$ cat src/rtl/core/cdip_pkg.sv
// ----------------------------------------------------------------------------
// cdip_pkg
// Shared types and constants for the checked decimal integer parser.
// ----------------------------------------------------------------------------
`default_nettype none

package cdip_pkg;

    localparam int COUNT_SAT_DEFAULT = 1023;

    localparam int VALUE_W   = 32;
    localparam int ACC_W     = 34;
    localparam int POS_W     = 4;
    localparam int STATUS_W  = 3;
    localparam int CFG_IDX_W = 2;
    localparam int CHAR_W    = 8;
    localparam int DEPTH_DEF = 2;

    localparam int MAX_DIGITS = 10;

    localparam logic [CHAR_W-1:0] CHAR_MINUS = 8'h2D;
    localparam logic [CHAR_W-1:0] CHAR_ZERO  = 8'h30;
    localparam logic [CHAR_W-1:0] CHAR_NINE  = 8'h39;

    localparam logic [ACC_W-1:0] POS_LIMIT = 34'd2147483647;
    localparam logic [ACC_W-1:0] NEG_LIMIT = 34'd2147483648;

    localparam logic [VALUE_W-1:0] LOWER_RESET = 32'h8000_0000;
    localparam logic [VALUE_W-1:0] UPPER_RESET = 32'h7FFF_FFFF;

    typedef enum logic [CFG_IDX_W-1:0] {
        CFG_LOWER       = 2'd0,
        CFG_UPPER       = 2'd1,
        CFG_CHECK_LOWER = 2'd2,
        CFG_CHECK_UPPER = 2'd3
    } cfg_idx_t;

    typedef enum logic [STATUS_W-1:0] {
        ST_OK           = 3'd0,
        ST_LEADING_ZERO = 3'd1,
        ST_TOO_LONG     = 3'd2,
        ST_BAD_CHAR     = 3'd3,
        ST_OVERFLOW     = 3'd4,
        ST_OUT_OF_RANGE = 3'd5,
        ST_INVERTED     = 3'd6
    } status_t;

    // Token summary handed from front to back (count travels alongside).
    typedef struct packed {
        logic             neg;
        logic             first_zero;
        logic [POS_W-1:0] bad_pos;
        logic [ACC_W-1:0] acc;
    } tok_t;

    typedef struct packed {
        logic [VALUE_W-1:0] lower;
        logic [VALUE_W-1:0] upper;
        logic               check_lower;
        logic               check_upper;
    } cfg_t;

endpackage

`default_nettype wire

$ cat src/rtl/core/cdip_if.sv
// ----------------------------------------------------------------------------
// cdip_if
// Valid/ready channels for characters in and parse results out.
// ----------------------------------------------------------------------------
`default_nettype none

interface cdip_in_if
    import cdip_pkg::*;
();
    logic              valid;
    logic              ready;
    logic [CHAR_W-1:0] char_code;
    logic              is_last;

    modport source (output valid, output char_code, output is_last, input ready);
    modport sink   (input valid, input char_code, input is_last, output ready);
endinterface

interface cdip_out_if
    import cdip_pkg::*;
#(
    parameter int DETAIL_W = $clog2(COUNT_SAT_DEFAULT + 1)
);
    logic                valid;
    logic                ready;
    logic [STATUS_W-1:0] status;
    logic [DETAIL_W-1:0] detail;
    logic [VALUE_W-1:0]  value;

    modport source (output valid, output status, output detail, output value, input ready);
    modport sink   (input valid, input status, input detail, input value, output ready);
endinterface

`default_nettype wire

$ cat src/rtl/core/cdip_front.sv
// ----------------------------------------------------------------------------
// cdip_front
// Takes one character per cycle unless stalled, tracks sign, count, first
// bad position and decimal accumulator; pushes a token summary on is_last.
// ----------------------------------------------------------------------------
`default_nettype none

module cdip_front
    import cdip_pkg::*;
#(
    parameter int COUNT_SATURATE = COUNT_SAT_DEFAULT,
    parameter int CNT_W          = $clog2(COUNT_SATURATE + 1)
)(
    input  wire logic        clk,
    input  wire logic        rst_n,
    cdip_in_if.sink          in_ch,
    output logic             push_valid,
    input  wire logic        push_ready,
    output logic [CNT_W-1:0] push_count,
    output tok_t             push_tok
);

    logic             start_reg, start_next;
    logic             neg_reg, neg_next;
    logic [CNT_W-1:0] cnt_reg, cnt_next;
    logic             fz_reg, fz_next;
    logic [POS_W-1:0] bad_reg, bad_next;
    logic [ACC_W-1:0] acc_reg, acc_next;

    logic             accept;
    logic             is_digit;
    logic [3:0]       digit_val;

    assign accept     = in_ch.valid && push_ready;
    assign in_ch.ready = push_ready;
    assign is_digit   = (in_ch.char_code >= CHAR_ZERO) && (in_ch.char_code <= CHAR_NINE);
    // low nibble of '0'..'9' is the digit value
    assign digit_val  = in_ch.char_code[3:0];

    // Token state after taking the current character.
    always_comb
    begin
        start_next = 1'b0;
        neg_next   = neg_reg;
        cnt_next   = cnt_reg;
        fz_next    = fz_reg;
        bad_next   = bad_reg;
        acc_next   = acc_reg;
        if (start_reg && in_ch.char_code == CHAR_MINUS)
        begin
            neg_next = 1'b1;
        end
        else
        begin
            if (cnt_reg < CNT_W'(COUNT_SATURATE))
                cnt_next = cnt_reg + CNT_W'(1);
            if (cnt_next == CNT_W'(1) && in_ch.char_code == CHAR_ZERO)
                fz_next = 1'b1;
            if (cnt_next <= CNT_W'(MAX_DIGITS))
            begin
                if (is_digit)
                    acc_next = (acc_reg << 3) + (acc_reg << 1)
                               + ACC_W'(digit_val);
                else if (bad_reg == '0)
                    bad_next = cnt_next[POS_W-1:0];
            end
        end
    end

    assign push_valid          = in_ch.valid && in_ch.is_last;
    assign push_count          = cnt_next;
    assign push_tok.neg        = neg_next;
    assign push_tok.first_zero = fz_next;
    assign push_tok.bad_pos    = bad_next;
    assign push_tok.acc        = acc_next;

    always_ff @(posedge clk or negedge rst_n)
    begin
        if (!rst_n)
        begin
            start_reg <= 1'b1;
            neg_reg   <= 1'b0;
            cnt_reg   <= '0;
            fz_reg    <= 1'b0;
            bad_reg   <= '0;
            acc_reg   <= '0;
        end
        else if (accept)
        begin
            if (in_ch.is_last)
            begin
                start_reg <= 1'b1;
                neg_reg   <= 1'b0;
                cnt_reg   <= '0;
                fz_reg    <= 1'b0;
                bad_reg   <= '0;
                acc_reg   <= '0;
            end
            else
            begin
                start_reg <= start_next;
                neg_reg   <= neg_next;
                cnt_reg   <= cnt_next;
                fz_reg    <= fz_next;
                bad_reg   <= bad_next;
                acc_reg   <= acc_next;
            end
        end
    end

endmodule

`default_nettype wire

$ cat src/rtl/core/cdip_queue.sv
// ----------------------------------------------------------------------------
// cdip_queue
// Small FIFO of token summaries between the front and the back.
// ----------------------------------------------------------------------------
`default_nettype none

module cdip_queue
    import cdip_pkg::*;
#(
    parameter int WIDTH = 8,
    parameter int DEPTH = DEPTH_DEF
)(
    input  wire logic             clk,
    input  wire logic             rst_n,
    input  wire logic             push,
    input  wire logic [WIDTH-1:0] push_data,
    output logic                  full,
    input  wire logic             pop,
    output logic [WIDTH-1:0]      pop_data,
    output logic                  empty
);

    localparam int PTR_W = (DEPTH > 1) ? $clog2(DEPTH) : 1;
    localparam int CNT_W = $clog2(DEPTH + 1);

    logic [WIDTH-1:0] mem [DEPTH];
    logic [PTR_W-1:0] wr_reg, rd_reg;
    logic [CNT_W-1:0] cnt_reg;

    assign full     = (cnt_reg == CNT_W'(DEPTH));
    assign empty    = (cnt_reg == '0);
    assign pop_data = mem[rd_reg];

    always_ff @(posedge clk)
    begin
        if (push)
            mem[wr_reg] <= push_data;
    end

    always_ff @(posedge clk or negedge rst_n)
    begin
        if (!rst_n)
        begin
            wr_reg  <= '0;
            rd_reg  <= '0;
            cnt_reg <= '0;
        end
        else
        begin
            if (push)
                wr_reg <= (wr_reg == PTR_W'(DEPTH - 1)) ? '0 : wr_reg + PTR_W'(1);
            if (pop)
                rd_reg <= (rd_reg == PTR_W'(DEPTH - 1)) ? '0 : rd_reg + PTR_W'(1);
            if (push && !pop)
                cnt_reg <= cnt_reg + CNT_W'(1);
            else if (pop && !push)
                cnt_reg <= cnt_reg - CNT_W'(1);
        end
    end

endmodule

`default_nettype wire

$ cat src/rtl/core/cdip_back.sv
// ----------------------------------------------------------------------------
// cdip_back
// Checks a finished token in priority order, keeps the stored value and
// holds the result in an output register.
// ----------------------------------------------------------------------------
`default_nettype none

module cdip_back
    import cdip_pkg::*;
#(
    parameter int CNT_W = $clog2(COUNT_SAT_DEFAULT + 1)
)(
    input  wire logic             clk,
    input  wire logic             rst_n,
    input  wire cfg_t             cfg,
    input  wire logic             q_empty,
    input  wire logic [CNT_W-1:0] q_count,
    input  wire tok_t             q_tok,
    output logic                  q_pop,
    cdip_out_if.source            out_ch
);

    logic                out_valid_reg;
    status_t             status_reg, status_next;
    logic [CNT_W-1:0]    detail_reg, detail_next;
    logic [VALUE_W-1:0]  value_reg;
    logic [VALUE_W-1:0]  stored_reg;

    logic [VALUE_W:0]    mag;
    logic [VALUE_W:0]    val;
    logic [VALUE_W:0]    lo_ext, hi_ext;
    logic [ACC_W-1:0]    limit;

    assign q_pop  = !q_empty && (!out_valid_reg || out_ch.ready);
    assign mag    = {1'b0, q_tok.acc[VALUE_W-1:0]};
    assign val    = q_tok.neg ? ((VALUE_W+1)'(0) - mag) : mag;
    assign lo_ext = {cfg.lower[VALUE_W-1], cfg.lower};
    assign hi_ext = {cfg.upper[VALUE_W-1], cfg.upper};
    assign limit  = q_tok.neg ? NEG_LIMIT : POS_LIMIT;

    always_comb
    begin
        status_next = ST_OK;
        detail_next = '0;
        priority if (cfg.check_lower && cfg.check_upper
                     && $signed(cfg.lower) > $signed(cfg.upper))
            status_next = ST_INVERTED;
        else if (q_tok.first_zero && q_count >= CNT_W'(2))
            status_next = ST_LEADING_ZERO;
        else if (q_count > CNT_W'(MAX_DIGITS))
        begin
            status_next = ST_TOO_LONG;
            detail_next = q_count;
        end
        else if (q_tok.bad_pos != '0)
        begin
            status_next = ST_BAD_CHAR;
            detail_next = CNT_W'(q_tok.bad_pos);
        end
        else if (q_count == CNT_W'(MAX_DIGITS) && q_tok.acc > limit)
            status_next = ST_OVERFLOW;
        else if ((cfg.check_lower && $signed(val) < $signed(lo_ext))
                 || (cfg.check_upper && $signed(val) > $signed(hi_ext)))
            status_next = ST_OUT_OF_RANGE;
        else
            status_next = ST_OK;
    end

    always_ff @(posedge clk or negedge rst_n)
    begin
        if (!rst_n)
        begin
            out_valid_reg <= 1'b0;
            stored_reg    <= '0;
        end
        else
        begin
            if (q_pop)
                out_valid_reg <= 1'b1;
            else if (out_ch.ready)
                out_valid_reg <= 1'b0;
            if (q_pop && status_next == ST_OK)
                stored_reg <= val[VALUE_W-1:0];
        end
    end

    always_ff @(posedge clk)
    begin
        if (q_pop)
        begin
            status_reg <= status_next;
            detail_reg <= detail_next;
            value_reg  <= (status_next == ST_OK) ? val[VALUE_W-1:0] : stored_reg;
        end
    end

    assign out_ch.valid  = out_valid_reg;
    assign out_ch.status = status_reg;
    assign out_ch.detail = detail_reg;
    assign out_ch.value  = value_reg;

    // A shown result always matches the stored value.
    a_value_matches_store: assert property (@(posedge clk) disable iff (!rst_n)
        out_valid_reg |-> value_reg == stored_reg)
        else $error("result value differs from stored value");

    a_detail_zero: assert property (@(posedge clk) disable iff (!rst_n)
        (out_valid_reg && status_reg != ST_TOO_LONG && status_reg != ST_BAD_CHAR)
        |-> detail_reg == '0)
        else $error("detail set for a status without detail");

    a_bad_pos_range: assert property (@(posedge clk) disable iff (!rst_n)
        (out_valid_reg && status_reg == ST_BAD_CHAR)
        |-> (detail_reg >= CNT_W'(1) && detail_reg <= CNT_W'(MAX_DIGITS)))
        else $error("bad character position out of range");

endmodule

`default_nettype wire

$ cat src/rtl/core/checked_decimal_int_parser.sv
// ----------------------------------------------------------------------------
// checked_decimal_int_parser
// Parses a decimal token (optional minus, digits) into a checked int32.
//
// Usage:
//   in_ch   valid/ready channel, one character per item, is_last on the final
//           character of a token. Accepts one item per cycle unless stalled.
//   out_ch  valid/ready channel, one result (status, detail, value) per
//           token, issued for the item carrying is_last.
//   cfg_*   write port for lower_bound, upper_bound, check_lower,
//           check_upper; write only while no token is in flight.
//   Path: a token summary enters the queue at the edge that accepts its
//   last character and is checked into the output register when the back
//   pops it from the queue.
//   Throughput: one character per cycle; back to back one-character tokens
//   give one result per cycle, while out_ch is ready and the queue has room.
//   Stall: when out_ch is held, results wait in the output register and the
//   two-entry summary queue; in_ch.ready drops only when the queue is full.
//   Reset: token state cleared, stored value 0, bounds to the full int32
//   range with both checks off.
// ----------------------------------------------------------------------------
`default_nettype none

module checked_decimal_int_parser
    import cdip_pkg::*;
#(
    parameter int COUNT_SATURATE = COUNT_SAT_DEFAULT
)(
    input  wire logic                 clk,
    input  wire logic                 rst_n,
    cdip_in_if.sink                   in_ch,
    cdip_out_if.source                out_ch,
    input  wire logic                 cfg_write_en,
    input  wire logic [CFG_IDX_W-1:0] cfg_index,
    input  wire logic [VALUE_W-1:0]   cfg_data
);

    localparam int CNT_W = $clog2(COUNT_SATURATE + 1);
    localparam int Q_W   = CNT_W + $bits(tok_t);

    cfg_t             cfg_reg;
    logic             push_valid;
    logic             q_full;
    logic             q_empty;
    logic             q_pop;
    logic [CNT_W-1:0] push_count;
    tok_t             push_tok;
    logic [Q_W-1:0]   q_out;
    logic [CNT_W-1:0] q_count;
    tok_t             q_tok;

    always_ff @(posedge clk or negedge rst_n)
    begin
        if (!rst_n)
        begin
            cfg_reg.lower       <= LOWER_RESET;
            cfg_reg.upper       <= UPPER_RESET;
            cfg_reg.check_lower <= 1'b0;
            cfg_reg.check_upper <= 1'b0;
        end
        else if (cfg_write_en)
        begin
            unique case (cfg_idx_t'(cfg_index))
                CFG_LOWER:       cfg_reg.lower       <= cfg_data;
                CFG_UPPER:       cfg_reg.upper       <= cfg_data;
                CFG_CHECK_LOWER: cfg_reg.check_lower <= cfg_data[0];
                CFG_CHECK_UPPER: cfg_reg.check_upper <= cfg_data[0];
                default: ;
            endcase
        end
    end

    cdip_front #(
        .COUNT_SATURATE (COUNT_SATURATE),
        .CNT_W          (CNT_W)
    ) u_front (
        .clk        (clk),
        .rst_n      (rst_n),
        .in_ch      (in_ch),
        .push_valid (push_valid),
        .push_ready (!q_full),
        .push_count (push_count),
        .push_tok   (push_tok)
    );

    cdip_queue #(
        .WIDTH (Q_W),
        .DEPTH (DEPTH_DEF)
    ) u_queue (
        .clk       (clk),
        .rst_n     (rst_n),
        .push      (push_valid && !q_full),
        .push_data ({push_count, push_tok}),
        .full      (q_full),
        .pop       (q_pop),
        .pop_data  (q_out),
        .empty     (q_empty)
    );

    assign q_count = q_out[Q_W-1 -: CNT_W];
    assign q_tok   = tok_t'(q_out[$bits(tok_t)-1:0]);

    cdip_back #(
        .CNT_W (CNT_W)
    ) u_back (
        .clk     (clk),
        .rst_n   (rst_n),
        .cfg     (cfg_reg),
        .q_empty (q_empty),
        .q_count (q_count),
        .q_tok   (q_tok),
        .q_pop   (q_pop),
        .out_ch  (out_ch)
    );

endmodule

`default_nettype wire

$ cat src/flat_wrapper.sv
// flat-port wrapper written by rule: the top's interface ports become plain ports
module checked_decimal_int_parser_flat import cdip_pkg::*;
#(
    parameter int COUNT_SATURATE = COUNT_SAT_DEFAULT
)
  (clk, rst_n, cfg_write_en, cfg_index, cfg_data, in_ch_valid, in_ch_char_code, in_ch_is_last, in_ch_ready, out_ch_valid, out_ch_status, out_ch_detail, out_ch_value, out_ch_ready);
  cdip_in_if in_ch_i ();
  cdip_out_if out_ch_i ();
  input  wire logic clk;
  input  wire logic rst_n;
  input  wire logic cfg_write_en;
  input  wire logic [CFG_IDX_W-1:0] cfg_index;
  input  wire logic [VALUE_W-1:0] cfg_data;
  input wire logic [$bits(in_ch_i.valid)-1:0] in_ch_valid;
  input wire logic [$bits(in_ch_i.char_code)-1:0] in_ch_char_code;
  input wire logic [$bits(in_ch_i.is_last)-1:0] in_ch_is_last;
  output wire logic [$bits(in_ch_i.ready)-1:0] in_ch_ready;
  output wire logic [$bits(out_ch_i.valid)-1:0] out_ch_valid;
  output wire logic [$bits(out_ch_i.status)-1:0] out_ch_status;
  output wire logic [$bits(out_ch_i.detail)-1:0] out_ch_detail;
  output wire logic [$bits(out_ch_i.value)-1:0] out_ch_value;
  input wire logic [$bits(out_ch_i.ready)-1:0] out_ch_ready;
  assign in_ch_i.valid = in_ch_valid;
  assign in_ch_i.char_code = in_ch_char_code;
  assign in_ch_i.is_last = in_ch_is_last;
  assign in_ch_ready = in_ch_i.ready;
  assign out_ch_valid = out_ch_i.valid;
  assign out_ch_status = out_ch_i.status;
  assign out_ch_detail = out_ch_i.detail;
  assign out_ch_value = out_ch_i.value;
  assign out_ch_i.ready = out_ch_ready;
  checked_decimal_int_parser #(.COUNT_SATURATE(COUNT_SATURATE)) u_core (.clk(clk), .rst_n(rst_n), .in_ch(in_ch_i), .out_ch(out_ch_i), .cfg_write_en(cfg_write_en), .cfg_index(cfg_index), .cfg_data(cfg_data));
endmodule
$ cat config.mk
export PLATFORM = sky130hd
export DESIGN_NAME = checked_decimal_int_parser_flat
export DESIGN_NICKNAME = d
export VERILOG_FILES = /design/src/rtl/core/cdip_pkg.sv /design/src/rtl/core/cdip_if.sv /design/src/rtl/core/cdip_front.sv /design/src/rtl/core/cdip_queue.sv /design/src/rtl/core/cdip_back.sv /design/src/rtl/core/checked_decimal_int_parser.sv /design/src/flat_wrapper.sv
export SDC_FILE = /design/constraint.sdc
export NUM_CORES = 1
export LEC_CHECK = 0
export ABC_CLOCK_PERIOD_IN_PS = 5800
export BUFFER_PORTS_ARGS = -buffer_cell sky130_fd_sc_hd__buf_2
export CORE_UTILIZATION = 30
export DETAILED_ROUTE_END_ITERATION = 6
export SLEW_MARGIN = 20
export SYNTH_ARGS = -nofsm -noshare
export SYNTH_HDL_FRONTEND = slang
export SYNTH_SLANG_ARGS = --single-unit
$ cat constraint.sdc
create_clock -name clk -period 5.8 [get_ports clk]
set_input_delay 0.58 -clock clk [delete_from_list [all_inputs] [get_ports clk]]
set_output_delay 0.58 -clock clk [all_outputs]
set_load 0.02 [all_outputs]
After elaboration in Yosys (flattened, before gate mapping):

Memories as Yosys holds them, arrays and structs flattened.
Index checks and enable logic that the tools add are counted.

* register bits: 199
* bits in latches: 0
* bits in writable memories: 100
* memory bits (read-only): 0
* bits of input ports: 48
* output and inout bits: 47
* memories kept: 1

Memory list
* u_core.u_queue.mem: words 2, bits a word 50, rd ports 1, clocked after memory_dff 0, wr ports 1, RTL line cdip_queue.sv:26 `logic [WIDTH-1:0] mem [DEPTH];`

* $add $sub $neg: 8
* multiply operators: 0
* div/mod/pow operators: 0
* $lt $le $gt $ge: 10
* equal/unequal tests: 8
* shift operators: 0
* mux-type cells: 38
* bitwise operators: 0
* reduce and logical (&&, ||, !) cells: 35

Operator list (count)
* two-way mux 34 bit: 4
* two-way mux 32 bit: 2
* two-way mux 10 bit: 5
* adder 34 bit: 1
* adder 34 x 4 -> 34 bit: 1
* greater-than comparator 34 x 32 -> 1 bit: 1
* greater-than comparator 33 x 32 -> 1 bit: 1
* less-than comparator 33 x 32 -> 1 bit: 1
* two-way mux 33 bit: 1
* subtractor 1 x 32 -> 33 bit (first input constant): 1
* greater-than comparator 32 bit: 1
* two-way mux 4 bit: 6
* two-way mux 3 bit: 6
* equality test 8 x 6 -> 1 bit (second input constant): 2
* logical AND 1 bit: 16
* two-way mux 1 bit: 12
* adder 10 x 1 -> 10 bit (second input constant): 1
* equality test 10 x 1 -> 1 bit (second input constant): 1
* equality test 10 x 4 -> 1 bit (second input constant): 1
* greater-or-equal comparator 10 x 2 -> 1 bit (second input constant): 1
* greater-than comparator 10 x 4 -> 1 bit (second input constant): 1
* less-or-equal comparator 10 x 4 -> 1 bit (second input constant): 1
* less-than comparator 10 bit (second input constant): 1
* greater-or-equal comparator 8 x 6 -> 1 bit (second input constant): 1
* other kinds (16): 30

Depth between registers and ports, before layout:

Gate-level depths: netlist of run 1.
An unclocked memory read counts as a cell.

* word-level depth: 14
* mapped depth: 28

By module:

From an unflattened synthesis of run 1, not the netlist that was laid out.

* cells, all modules: 1654
* area, all modules: 18821.8 um^2

Modules (own cells, without submodules)
* cdip_back: times used 1, cells each 700, area each 7026.7 um^2, seq. area each 2177.1 um^2
* cdip_front: times used 1, cells each 638, area each 5185.0 um^2, seq. area each 1277.5 um^2
* cdip_queue: times used 1, cells each 172, area each 4047.6 um^2, seq. area each 3103.0 um^2
* checked_decimal_int_parser: times used 1, cells each 144, area each 2562.5 um^2, seq. area each 1691.6 um^2

Least setup slack after synthesis of run 1:

Ideal clock, no wire load.

* kind: reg-to-reg
* start: register u_core.u_queue.rd_reg
* end: register u_core.u_back.value_reg[28] (netlist: u_core.u_back.out_ch.value[28]), data pin
* library setup time: 0.260 ns
* arrival time: 6.161 ns
* setup slack: -0.621 ns
* cell stages (with the launch flop): 28
* buffers on the path: 10
* cell sequence: dfrtp_1 buf_6 buf_6 buf_6 buf_2 buf_2 buf_2 buf_2 mux2i_1 ha_1 nand4_1 or2_2 buf_1 nor4b_2 and2b_1 a31oi_1 xor2_1 ha_1 nand4_1 or4_1 nor3_1 a211oi_2 and3b_1 o311ai_1 or4_1 buf_2 buf_6 mux2_2

* word-level cells in the longest chain between the ends: 14
* elaborated cells between the ends (all ways): 24
* classes of those cells: add/sub (1); order compare (5); eq/ne (1); mux (9); reduce/logical (7); memory (1)

Ends and longest elaborated chain
* start: declaration: RTL line cdip_queue.sv:27 `logic [PTR_W-1:0] wr_reg, rd_reg;`
* start signal: assignment: RTL line cdip_queue.sv:53 `rd_reg <= (rd_reg == PTR_W'(DEPTH - 1)) ? '0 : rd_reg + PTR_W'(1);`
* memory read (2 x 50 bit) *
* subtractor 1 x 32 -> 33 bit: RTL line cdip_back.sv:36 `assign val = q_tok.neg ? ((VALUE_W+1)'(0) - mag) : mag;`
* two-way mux 33 bit *: RTL line cdip_back.sv:36
* via u_core.u_back.val[28]: RTL line cdip_back.sv:30 `logic [VALUE_W:0] val;`
* less-than comparator 33 x 32 -> 1 bit or greater-than comparator 33 x 32 -> 1 bit (tied branches): RTL line cdip_back.sv:62, cdip_back.sv:63
* logical AND 1 bit, on equally long branches: RTL line cdip_back.sv:62, cdip_back.sv:63
* logical OR 1 bit: RTL line cdip_back.sv:63 `|| (cfg.check_upper && $signed(val) > $signed(hi_ext)))`
* two-way mux 3 bit: RTL line cdip_back.sv:62 `else if ((cfg.check_lower && $signed(val) < $signed(lo_ext))`
* two-way mux 3 bit: RTL line cdip_back.sv:60 `else if (q_count == CNT_W'(MAX_DIGITS) && q_tok.acc > limit)`
* two-way mux 3 bit: RTL line cdip_back.sv:55 `else if (q_tok.bad_pos != '0)`
* two-way mux 3 bit: RTL line cdip_back.sv:50 `else if (q_count > CNT_W'(MAX_DIGITS))`
* two-way mux 3 bit: RTL line cdip_back.sv:48 `else if (q_tok.first_zero && q_count >= CNT_W'(2))`
* two-way mux 3 bit: RTL line cdip_back.sv:45 `priority if (cfg.check_lower && cfg.check_upper`
* zero test 3 bit: RTL line cdip_back.sv:93 `value_reg <= (status_next == ST_OK) ? val[VALUE_W-1:0] : stored_reg;`
* two-way mux 32 bit *: RTL line cdip_back.sv:93
* end signal: assignment: RTL line cdip_back.sv:93
* end: declaration: RTL line cdip_back.sv:26 `logic [VALUE_W-1:0] value_reg;`

The timed path passes the listed nets; every way through them passes the cells marked *.
A chain may end at the register's enable or synchronous reset.

Worst setup path in the final report of run 1:

* start: register u_core.u_queue.rd_reg
* end: register u_core.u_back.value_reg[27] (netlist: u_core.u_back.out_ch.value[27]), data pin

* word-level cells in the longest chain between the ends: 14
* elaborated cells between the ends (all ways): 24
* classes of those cells: add/sub (1); order compare (5); eq/ne (1); mux (9); reduce/logical (7); memory (1)

Ends and longest elaborated chain (RTL line)
* memory read (2 x 50 bit) *
* subtractor 1 x 32 -> 33 bit: cdip_back.sv:36
* two-way mux 33 bit *: cdip_back.sv:36
* via u_core.u_back.val[28]: cdip_back.sv:30
* less-than comparator 33 x 32 -> 1 bit or greater-than comparator 33 x 32 -> 1 bit (tied branches): cdip_back.sv:62, cdip_back.sv:63
* logical AND 1 bit, on equally long branches: cdip_back.sv:62, cdip_back.sv:63
* logical OR 1 bit *: cdip_back.sv:63
* two-way mux 3 bit *: cdip_back.sv:62
* two-way mux 3 bit *: cdip_back.sv:60
* two-way mux 3 bit *: cdip_back.sv:55
* two-way mux 3 bit *: cdip_back.sv:50
* two-way mux 3 bit *: cdip_back.sv:48
* two-way mux 3 bit *: cdip_back.sv:45
* zero test 3 bit *: cdip_back.sv:93
* two-way mux 32 bit *: cdip_back.sv:93

Marked as above.

==> results.txt, run 1 <==
Outcome: finished, violations left
Failing checks: DRC
Rows: 89
Setup CP Type: reg2reg
Endpoints failing setup: 0
Initial antenna violation count: 6
Tmin final: 5.49 ns
Most frequent cells in the layout: 195 x ha_1, 145 x edfxtp_1, 120 x dfrtp_1
Worst min path class: in2async
Synth warnings: 0
Final Max Tran Viols: 0
Post-Route WL: 44.2 mm
# hold bufs at CTS: 0
Clk buf depth: 3
Post-synth top area cell: edfxtp_1
Crit end category: register
Synth top area cells: edfxtp_1 24%, dfrtp_1 17%, ha_1 14%
Largest net degree at the start of global routing: 99
Vias/cell: 4.97
Synthesized area per cell: 11.3 um^2
EDFF count, synth: 145
Flop and latch count out of synthesis: 299
Fin crit share: 0.947
Crit path DAT: 5.83 ns
Clock root cell: clkbuf_16
Area of the mapped netlist: 18100 um^2
Clock Pin Slew Worst Setup and Hold Paths: 0.07 ns
Core area: 59200 um^2
Syn_nets: 1845
Die Y-Extent: 247 um
Final ANT Viol Nets: 0
DIE WIDTH: 247 um
Gate Count Post-Synth: 1599
# fillers: 5817
Critical path required time: 6.14 ns
Pleak: 9.49 nW
Internal reg-to-reg setup slack: 0.31 ns
Peak supply drop: 0.000269 V
Nets@finish: 1985
Hold Vio Cnt, Final: 0
First-pass GRT wire length: 68.8 mm
Total grt overflow: 0
Starting Density: 0.305
Fmax: 0.182 GHz
Max-cap violations: 0
Num ports: 95
Vias in the first global route: 12785
Share of cells above drive strength 1: 0.235
Max H-tree Level: 1
Actual slew at the worst max-slew pin: 1.03 ns
CTS tree: built
WHS: 0.0529 ns
CTS sink cnt: 299
Area delta synth->final: 15.9%
Setup_tns: 0 ns
WL per Instance: 17.4 um
Vias: 12622
Skew-Pair Late Insertion Delay: 0.59 ns
Sequential share of the synthesized area: 0.457
Die area: 61200 um^2
Top cell type's share of synthesized area: 0.241
Detailed Place HPWL: 33.1 mm
Most common cell after layout, fill and taps aside: ha_1
Max reg flops: 100
Drt pass-1 iters: 7
Ys async rst share: 0.515
Slew margin rel.: 0.316
Netlist cell types: 83
Startpoint types: register
Port bufs: 94
Clock skew: 0.0172 ns
RePlAce Congestion: 0.884
Crit path max fanout: 8
Power Density: 398 nW/um^2
Total GRT Usage: 0.141
Main synth FF type: edfxtp_1
Initial DRC count: 565
DRC: 9
Num CTS Buffers: 31
## report_power, final
| group | internal [W] | leakage (nW) | switching (W) | total, W |
|---|---|---|---|---|
| logic | 0.00144 | 5.66 | 0.00208 | 0.00352 |
| registers | 0.00269 | 3.36 | 0.000183 | 0.00288 |
| clock network | 0.00106 | 0.474 | 0.000866 | 0.00193 |
| total | 0.00520 | 9.49 | 0.00313 | 0.00833 |
## stage by stage
stage / setup WS, ns / total power (W) / instance area [um^2] / util / std cells
after floorplan: 0.00981 / 0.00521 / 18100 / - / 1599
after global placement: 0.0785 / 0.00620 / 19700 / 0.333 / 2465
after detailed placement: -0.0139 / 0.00632 / 19700 / 0.333 / 2465
after CTS: 0.00825 / 0.00829 / 20700 / 0.350 / 2525
after global routing: -0.0186 / 0.00889 / 20900 / 0.353 / 2538
final: 0.309 / 0.00833 / 20900 / 0.353 / 2538
## metal layers
layer	wire length, um	global-route usage	share of wire	vias to the layer above
met1	20500	0.187	0.46	6120
li1	-	-	-	6211
met4	1280	0.0447	0.029	10
met3	1550	0.0173	0.035	74
met2	20900	0.239	0.47	207
met5	59	0	0.0013	-
## cells by family after synthesis
group / count (synthesis) / share of synthesized area
AO/OA/AOI/OAI: 360 / 0.129
flip-flops: 299 / 0.457
XOR/XNOR: 69 / 0.0335
AND/OR/NAND/NOR: 346 / 0.0970
adder cells (fa/ha/maj): 198 / 0.138
multiplexers: 166 / 0.108
buffers and inverters: 161 / 0.0369
## final timing paths
kind,depth (start not counted),start,to
worst max-delay path,22,u_core.u_queue.rd_reg,u_core.u_back.out_ch.value[27]
worst min-delay path,1,rst_n,u_core.u_back.stored_reg[26]
worst max register to register,22,u_core.u_queue.rd_reg,u_core.u_back.out_ch.value[27]
worst min register to register,2,u_core.u_front.start_reg,u_core.u_front.start_reg
max in group asynchronous,2,rst_n,u_core.u_front.acc_reg[4]
min in group clk,3,cfg_data[27],u_core.cfg_reg[61]
## repair_timing
action,in CTS,in global routing
gates resized for setup,1,15
cloned,0,3
pin swaps,1,13
endpoints found under the hold margin,0,0
setup endpoints to repair,3,50
buffers inserted,2,9
## synth_stat cells (6+ instances only)
master and instances:
a21o_1 36, and3_1 12, buf_6 6, nand3_1 23, dfrtp_1 121, mux2_4 26, ha_1 196, nor4_1 8
a22o_1 39, o21a_1 8, nand2b_1 13, xnor2_1 50, a31oi_1 13, or2_2 7, dfstp_2 33, edfxtp_1 145
or3_1 9, mux2_2 101, o31ai_1 17, and2_1 11, a21oi_1 88, mux2i_1 27, o211ai_1 8, a211oi_1 6
o21bai_1 7, xor2_1 19, nand4_1 35, mux2_1 10, inv_1 105, nor2b_1 9, buf_2 14, o21ai_0 96
nor2_1 58, nand2_1 112, clkbuf_1 30, nor3_1 19
## worst max-delay path, cell delays in order (launching register included)
cell and delay [ns]:
dfrtp_2 0.41, buf_2 0.15, buf_4 0.14, mux2_4 0.31
inv_2 0.08, ha_4 0.13, nand4_1 0.10, or2_4 0.31
nor4b_4 0.25, and2b_2 0.24, a31oi_1 0.11, xor2_1 0.22
ha_1 0.34, nand4_1 0.16, nor4_2 0.33, nand4_1 0.16
o211ai_1 0.20, o21ai_1 0.10, a2bb2oi_2 0.18, o311ai_4 0.14
or4_4 0.63, clkbuf_16 0.23, mux2_1 0.31
## layout make-up
| class | instances | area [um^2] | area share |
|---|---|---|---|
| Timing Repair Buffer | 161 | 1040 | 0.0498 |
| Multi-Input combinational cell | 1139 | 9290 | 0.444 |
| Inverter | 107 | 402 | 0.0192 |
| Clock inverter | 19 | 149 | 0.00712 |
| Clock buffer | 39 | 827 | 0.0395 |
| Sequential cell | 299 | 8250 | 0.394 |
| Antenna cell | 1 | 2.50 | 0.000120 |
| Tap cell | 773 | 967 | 0.0462 |
Power figures use the tool's default switching activity.
==> run 2: changes to the inputs <==
--- a/config.mk
+++ b/config.mk
@@ -7,8 +7,10 @@
 export LEC_CHECK = 0
 export ABC_CLOCK_PERIOD_IN_PS = 5800
 export BUFFER_PORTS_ARGS = -buffer_cell sky130_fd_sc_hd__buf_2
-export CORE_UTILIZATION = 30
+export CORE_UTILIZATION = 55
 export DETAILED_ROUTE_END_ITERATION = 6
+export PLACE_DENSITY = 0.76
+export RECOVER_POWER = 50
 export SLEW_MARGIN = 20
 export SYNTH_ARGS = -nofsm -noshare
 export SYNTH_HDL_FRONTEND = slang
==> run 2 against run 1 <==
Compared with the run above: the run ends with capacitance limit, slew limit left; clock-buffer cell count up 5; sequential power about the same; first-iteration DRC count up 59%; flip-flop and latch count unchanged; critical path type unchanged; largest power group unchanged; highest routed layer is now met4.
==> results.txt, run 2 (synthesis results as in run 1) <==
Outcome: finished, violations left (unchanged)
Failing checks: capacitance limit, slew limit (was DRC)
RePlAce Congestion: 0.908 (was 0.884)
Total power: 0.00846 W (was 0.00833 W)
Critical path, cell by cell: clkbuf_2 > buf_4 > mux2i_4 > ha_2 > nand4_1 > or2_4 > nor4b_4 > and2b_2 > a31oi_1 > xor2_1 > ha_1 > nand4_1 > nor4_4 > nand4_1 > o211ai_1 > o21ai_0 > a2bb2oi_2 > o311ai_2 > or4_4 > clkbuf_16 > mux2_1 (was buf_2 > buf_4 > mux2_4 > inv_2 > ha_4 > nand4_1 > or2_4 > nor4b_4 > and2b_2 > a31oi_1 > xor2_1 > ha_1 > nand4_1 > nor4_2 > nand4_1 > o211ai_1 > o21ai_1 > a2bb2oi_2 > o311ai_4 > or4_4 > clkbuf_16 > mux2_1)
Vias in the first global route: 12813 (was 12785)
WHS: 0.135 ns (was 0.0529 ns)
# fillers: 2471 (was 5817)
Vias/cell: 5.88 (was 4.97)
# hold bufs at CTS: 0 (unchanged)
Core area: 32000 um^2 (was 59200 um^2)
Pleak: 9.29 nW (was 9.49 nW)
Drt pass-1 iters: 5 (was 7)
Crit path DAT: 5.82 ns (was 5.83 ns)
Fin crit share: 0.960 (was 0.947)
CP delay by family, top: simple AND/OR/NAND/NOR gates (unchanged)
Share of cells above drive strength 1: 0.197 (was 0.235)
Starting Density: 0.565 (was 0.305)
Area delta synth->final: 13.1% (was 15.9%)
Die Y-Extent: 183 um (was 247 um)
Max reg flops: 100 (unchanged)
Final ANT Viol Nets: 0 (unchanged)
CP Buf/Inv Count: 3 (was 4)
Crit path max-delay cell type: or4_4 (unchanged)
Clk buf depth: 3 (unchanged)
Die area: 33600 um^2 (was 61200 um^2)
Nets@finish: 1961 (was 1985)
Post-route cell area: 20400 um^2 (was 20900 um^2)
CP dominant cell by count: nand4_1 (unchanged)
Tmin final: 5.57 ns (was 5.49 ns)
Total GRT Usage: 0.246 (was 0.141)
Total grt overflow: 0 (unchanged)
Setup CP Type: reg2reg (unchanged)
Post-Route WL: 41.0 mm (was 44.2 mm)
FF-to-FF path depth: 21 (was 22)
Clock root cell: clkbuf_16 (unchanged)
Clock Pin Slew Worst Setup and Hold Paths: 0.06 ns (was 0.07 ns)
Initial antenna violation count: 0 (was 6)
Peak supply drop: 0.000237 V (was 0.000269 V)
WL per Instance: 18.8 um (was 17.4 um)
Worst path max stage delay: 0.56 ns (was 0.63 ns)
Most common cell after layout, fill and taps aside: ha_1 (unchanged)
Clock skew: 0.0278 ns (was 0.0172 ns)
Num CTS Buffers: 35 (was 31)
CTS sink cnt: 299 (unchanged)
Internal reg-to-reg setup slack: 0.23 ns (was 0.31 ns)
Most frequent cells in the layout: 195 x ha_1, 145 x edfxtp_1, 120 x dfrtp_1 (unchanged)
Power Density: 414 nW/um^2 (was 398 nW/um^2)
Critical path required time: 6.06 ns (was 6.14 ns)
CTS tree: built (unchanged)
Final Max Tran Viols: 207 (was 0)
Multi-input gate area: 9290 um^2 (about the same)
Max H-tree Level: 2 (was 1)
First-pass GRT wire length: 65.9 mm (was 68.8 mm)
Fmax: 0.180 GHz (was 0.182 GHz)
Register area: 8250 um^2 (unchanged)
Skew-Pair Late Insertion Delay: 0.52 ns (was 0.59 ns)
Endpoints failing setup: 0 (unchanged)
Hold Vio Cnt, Final: 0 (unchanged)
Crit path max fanout: 16 (was 8)
Cell area after placement: 19100 um^2 (was 19700 um^2)
Initial DRC count: 898 (was 565)
Slew margin rel.: -1.24 (was 0.316)
Actual slew at the worst max-slew pin: 3.35 ns (was 1.03 ns)
Detailed Place HPWL: 30.1 mm (was 33.1 mm)
Worst min path class: in2async (unchanged)
Rows: 65 (was 89)
Startpoint types: register (unchanged)
Largest net degree at the start of global routing: 95 (was 99)
DIE WIDTH: 183 um (was 247 um)
R2R Path Start: u_core.u_queue.rd_reg (unchanged)
R2R Path End: u_core.u_back.out_ch.value[29] (was u_core.u_back.out_ch.value[27])
Max-cap violations: 4 (was 0)
Antenna diode count: 0 (was 1)
Crit end category: register (unchanged)
DRC: 0 (was 9)
Port bufs: 94 (unchanged)
Vias: 12800 (was 12622)
Num ports: 95 (unchanged)
[run 2: power by group]
part / internal [W] / total (W) / switching, W
registers: 0.00270 / 0.00290 / 0.000194
logic: 0.00129 / 0.00333 / 0.00203
clock network: 0.00134 / 0.00224 / 0.000895
total: 0.00534 / 0.00846 / 0.00312
[run 2: through the flow]
stage               TNS [ns]  worst slack (ns)  instances   util
floorplan                  0           0.00981       1599      -
global placement           0             0.154       2106  0.599
detailed placement         0            0.0177       2106  0.599
CTS                        0            0.0225       2170  0.637
global route          -0.261           -0.0296       2177  0.639
finish                     0             0.234       2177  0.639
[run 2: area by class of cell]
cell class                 count  share of cell area
clock buffer                  44              0.0475
clock inverter                20              0.0108
inverter                     107              0.0197
multi-input combinational   1139               0.455
sequential                   299               0.404
tap                          435              0.0267
timing repair buffer         133              0.0363
[run 2: worst register-to-register path, cell delays in order, from the launching register on]
cell       delay [ns]
dfrtp_2          0.43
clkbuf_2         0.19
buf_4            0.14
mux2i_4          0.25
ha_2             0.23
nand4_1          0.11
or2_4            0.30
nor4b_4          0.36
and2b_2          0.24
a31oi_1          0.10
xor2_1           0.22
ha_1             0.34
nand4_1          0.19
nor4_4           0.35
nand4_1          0.17
o211ai_1         0.18
o21ai_0          0.13
a2bb2oi_2        0.15
o311ai_2         0.14
or4_4            0.56
clkbuf_16        0.23
mux2_1           0.32
[run 2: worst max-delay path by stage]
stage                          start                             end  slack [ns]  depth (start not counted)
5_1_grt        u_core.u_queue.rd_reg  u_core.u_back.out_ch.value[29]       -0.03                         20
6_report       u_core.u_queue.rd_reg  u_core.u_back.out_ch.value[29]        0.23                         21
4_1_cts        u_core.u_queue.rd_reg  u_core.u_back.out_ch.value[31]        0.02                         19
3_5_place_dp   u_core.u_queue.rd_reg   u_core.u_back.out_ch.value[0]        0.02                         19
2_1_floorplan  u_core.u_queue.rd_reg  u_core.u_back.out_ch.value[25]        0.01                         28
3_3_place_gp   u_core.u_queue.rd_reg   u_core.u_back.out_ch.value[0]        0.15                         18
[run 2: timing repair]
| item | 4_1_cts | 5_1_grt |
|---|---|---|
| pin swaps | 0 | 10 |
| gates cloned | 0 | 1 |
| endpoints found under the setup margin | 1 | 64 |
| setup buffers | 0 | 6 |
| resized for setup | 1 | 15 |
| endpoints found under the hold margin | 0 | 0 |
[run 2: layer usage]
metal | vias up | share of wire | global-route usage
met4 | 0 | 0.026 | 0.0693
li1 | 6173 | - | -
met5 | - | 0 | 0
met1 | 6273 | 0.45 | 0.335
met3 | 53 | 0.040 | 0.0284
met2 | 301 | 0.48 | 0.415
